[src/hw/rtl/car_pkg.sv]
// Shared constants, types and helpers for the comb/all-pass reverberator.
package car_pkg;

    localparam int COMB_COUNT_DEF         = 4;
    localparam int COMB_MAX_LENGTH_DEF    = 2048;
    localparam int ALLPASS_COUNT_DEF      = 2;
    localparam int ALLPASS_MAX_LENGTH_DEF = 1024;

    localparam int MEM_W = 24;
    localparam int CFG_W = 17;

    localparam logic [16:0] UNITY      = 17'd65536;
    localparam logic [16:0] MIX_GAIN   = 17'd9830;
    localparam logic [16:0] DAMP_SPAN  = 17'd58982;
    localparam logic [16:0] DAMP_BASE  = 17'd6554;

    // register indexes
    localparam logic [1:0] REG_MIX   = 2'd0;
    localparam logic [1:0] REG_DECAY = 2'd1;
    localparam logic [1:0] REG_DAMP  = 2'd2;

    // shared multiply-accumulate command
    typedef struct packed {
        logic               clr;   // start new accumulation
        logic               en;    // add product
        logic signed [27:0] a;
        logic signed [17:0] b;
    } t_mac_cmd;

    function automatic logic [16:0] clamp_unity(input logic [16:0] v);
        clamp_unity = (v > UNITY) ? UNITY : v;
    endfunction

    function automatic logic signed [23:0] sat24(input logic signed [47:0] v);
        if (v > 48'sd8388607)       sat24 = 24'sh7fffff;
        else if (v < -48'sd8388608) sat24 = 24'sh800000;
        else                        sat24 = v[23:0];
    endfunction

    function automatic logic signed [15:0] sat16(input logic signed [47:0] v);
        if (v > 48'sd32767)       sat16 = 16'sh7fff;
        else if (v < -48'sd32768) sat16 = 16'sh8000;
        else                      sat16 = v[15:0];
    endfunction

endpackage

[src/hw/rtl/car_mac.sv]
// Shared multiply-accumulate unit: registered product, then accumulate.
module car_mac
    import car_pkg::*;
(
    input  logic               i_clk,
    input  t_mac_cmd           i_cmd,
    output logic signed [47:0] o_acc
);
    logic signed [45:0] r_prod;
    logic               r_en, r_clr;

    // product stage
    always_ff @(posedge i_clk) begin
        r_prod <= i_cmd.a * i_cmd.b;
        r_en   <= i_cmd.en;
        r_clr  <= i_cmd.clr;
    end

    // accumulate stage
    always_ff @(posedge i_clk) begin
        if (r_en) o_acc <= (r_clr ? 48'sd0 : o_acc) + 48'(r_prod);
    end
endmodule
[config.mk]
export PLATFORM = sky130hd
export DESIGN_NAME = car_mac
export DESIGN_NICKNAME = d
export VERILOG_FILES = /design/src/hw/rtl/car_pkg.sv /design/src/hw/rtl/car_mac.sv
export SDC_FILE = /design/constraint.sdc
export NUM_CORES = 2
export LEC_CHECK = 0
export ABC_AREA = 1
export BUFFER_PORTS_ARGS = -buffer_cell sky130_fd_sc_hd__buf_4
export CAP_MARGIN = 20
export CORE_MARGIN = 1
export CORE_UTILIZATION = 66
export DETAILED_ROUTE_END_ITERATION = 8
export PLACE_DENSITY = 0.84
export SLEW_MARGIN = 15
export SYNTH_ARGS = -nofsm -noshare
export SYNTH_HDL_FRONTEND = slang
export SYNTH_SLANG_ARGS = --single-unit
[constraint.sdc]
create_clock -name i_clk -period 8.67 [get_ports i_clk]
set_input_delay 1.3005 -clock i_clk [delete_from_list [all_inputs] [get_ports i_clk]]
set_output_delay 1.3005 -clock i_clk [all_outputs]
set_load 0.01 [all_outputs]
==> reports/qor.txt <==
outcome -> completed
hold slack -> 548 ps
Die Y -> 202 µm
dpl hpwl -> 58.6 mm
Worst R2R Setup Slack -> 5200 ps
initial antenna violation count -> 0
Starting Density -> 67.7%
CP cell instances -> buf_4 -> nand2_1 -> fa_1 -> inv_1 -> fa_1 -> inv_1 -> fa_1 -> fa_1 -> fa_1 -> fa_1 -> inv_1 -> ha_1 -> nand2_1 -> nor2_1 -> nand2_1 -> nor2_1 -> nand3_1 -> nand4_1 -> nand2_1
CP arrival -> 6910 ps
share of the synthesized area in the top cell type -> 37.1%
crit path time final -> 6640 ps
commonest non-fill, non-tap cell in the layout -> nand2_1
port buffer count -> 96
Die W -> 202 µm
Fmax -> 151 MHz
Clk Latency, worst-skew pair -> 380 ps
# rows -> 72
Root Driver -> clkbuf_16
CTS tree -> done
Avg Cell Area, Syn -> 6.99 µm²
number of synthesis warnings -> 0
Distinct cells, synth -> 30
Final setup viols -> 0
postcts setup bufs -> 0
HP Class -> reg2reg
Layout Skew -> 16.6 ps
# DRC -> 0
CTS buffer count -> 9
vias -> 22.6k
MaxCap Viol Count -> 0
share of layout cells above drive strength 1 -> 5.02%
Final Hold Vio Count -> 0
Design Area, Final -> 27,700 µm²
WP depth -> 19
fin crit share -> 76.6%
crit path launch type -> input pin
Placed Area -> 27,400 µm²
worst slew pin tran -> 718 ps
Wirelength per Cell -> 16.3 µm
Critical Path Max Stage Delay -> 630 ps
vias in the first global route -> 23.4k
Final #Nets -> 4,481
Max Root-Sink Buffers -> 2
H-tree Lvls -> 3
RSZ-0062 raised after global routing -> no
highest-count cells in the layout ignoring fill and taps -> 1,229 x nand2_1, 1,167 x inv_1, 490 x fa_1
sequential-to-total area share from yosys stat -> 9.08%
cell family with the largest share of critical-path delay -> adder cells
IO Count -> 97
number of diodes -> 0
CP required -> 8940 ps
largest net degree at the start of global routing -> 49
cts repair resizes -> 0
Worst R2R End -> o_acc[32]$_DFFE_PP_
register bit total from synthesis -> 96
clk sinks -> 96
RePlAce Congestion -> 1.01
ANT nets after route -> 0
Post-CTS Hold Buffers -> 0
GRT Resource Usage Total -> 36.3%
synth top area cells -> fa_1 37%, nand2_1 17%, inv_1 17%, ha_1 7.6%, edfxtp_1 5.4%
total grt overflow -> 0
CP Class -> in2reg
critical path capture point -> r_prod[44]$_DFF_P_
P&R area growth vs syn -> 4.75%
CP Capture Type -> flop
Worst Reg-to-Reg Cells -> 13
r2r startpoint -> r_clr$_DFF_P_
Slew Viols, Final -> 0
relative slew slack -> 52.1%
Slowest-stage cell, CP -> fa_1
Syn Nets -> 4,486
area of the core -> 39,100 µm²
Synth area leader -> fa_1
Post-Route WL -> 70.0 mm
CP dominant cell by count -> fa_1
Worst Path Buf+Inv -> 4
clock slew at reported path FFs -> 80 ps
Pre-Repair DR Iteration Count -> 8
initial DRC count -> 2,162
CP Launch Point -> i_cmd[6]
Mapped Area -> 26,500 µm²
TNS Setup -> 0 ps
die area -> 40,900 µm²
vias per std cell -> 5.25
first-pass GRT wire length -> 116 mm
Gate Count Post-Synth -> 3,787
CP Max Fanout -> 28
synth_stat cells:
| cell | n |
|---|---|
| dfxtp_1 | 48 |
| nor3_1 | 10 |
| o21ai_0 | 5 |
| or2_2 | 7 |
| buf_1 | 15 |
| nand4_1 | 30 |
| o211ai_2 | 1 |
| nor3_2 | 5 |
| nor2_4 | 5 |
| nand3_2 | 6 |
| nand3b_1 | 3 |
| fa_1 | 490 |
| o21a_1 | 2 |
| nand2_1 | 1229 |
| nor2_2 | 20 |
| xnor2_1 | 7 |
| nand3_1 | 92 |
| inv_1 | 1167 |
| o21bai_1 | 9 |
| nor2_1 | 195 |
| a21o_1 | 1 |
| clkbuf_1 | 100 |
| xor2_1 | 44 |
| ha_1 | 160 |
| and2_1 | 1 |
| nor3_4 | 1 |
| a21oi_1 | 57 |
| nand2_2 | 19 |
| edfxtp_1 | 48 |
| inv_2 | 10 |
how the worst min path moves through the flow:
stage | from | to | cells after the start
2_1_floorplan | r_prod[0]$_DFF_P_ | o_acc[0]$_DFFE_PP_ | 1
3_3_place_gp | r_prod[0]$_DFF_P_ | o_acc[0]$_DFFE_PP_ | 1
3_5_place_dp | r_prod[0]$_DFF_P_ | o_acc[0]$_DFFE_PP_ | 1
4_1_cts | r_prod[0]$_DFF_P_ | o_acc[0]$_DFFE_PP_ | 1
5_1_grt | r_prod[0]$_DFF_P_ | o_acc[0]$_DFFE_PP_ | 1
6_report | r_prod[0]$_DFF_P_ | o_acc[0]$_DFFE_PP_ | 1
through the flow:
| step | std cells | utilization (%) | worst slack, ps |
|---|---|---|---|
| 6_report | 4305 | 70.9 | 2030 |
| 4_1_cts | 4305 | 70.9 | 2070 |
| 3_3_place_gp | 4289 | 70.1 | 1710 |
| 3_5_place_dp | 4289 | 70.1 | 1680 |
| 5_1_grt | 4305 | 70.9 | 1640 |
| 2_1_floorplan | 3787 | - | 2010 |
registers in the layout, indices dropped and copies added, names as in the netlist:
signal / flops
r_prod: 46
o_acc: 48
r_clr: 1
r_en: 1
cell families (layout without fill, tap and decap cells):
| group | after synthesis | count (layout) | share of synthesized area (%) |
|---|---|---|---|
| adders and majority gates | 650 | 650 | 44.6 |
| buffers and inverters | 1292 | 1292 | 18.3 |
| xor gates and xnor gates | 51 | 51 | 1.69 |
| DFF | 96 | 96 | 9.08 |
| and+or+nand+nor | 1623 | 1623 | 24.7 |
| AOI/OAI and AO/OA | 75 | 75 | 1.56 |
per-layer routing:
| layer | up-vias | global-route usage (%) | wire length, µm |
|---|---|---|---|
| met2 | 1041 | 61.8 | 33700 |
| li1 | 10600 | - | - |
| met1 | 10800 | 47.6 | 27900 |
| met4 | 2 | 11.5 | 2110 |
| met3 | 170 | 5.48 | 6120 |
| met5 | - | 1.55 | 89 |
final cells by class:
cell class,count,area (µm²)
Timing Repair Buffer,99,743
Clock buffer,9,225
Clock inverter,7,71.3
Sequential cell,96,2400
Tap cell,518,648
Inverter,1177,4420
Multi-Input combinational cell,2399,19200
Fill cell,3315,11400
Power is left out: the tool's default activity adds up to more than one toggle a clock period on the data nets, which glitch-free logic cannot reach.
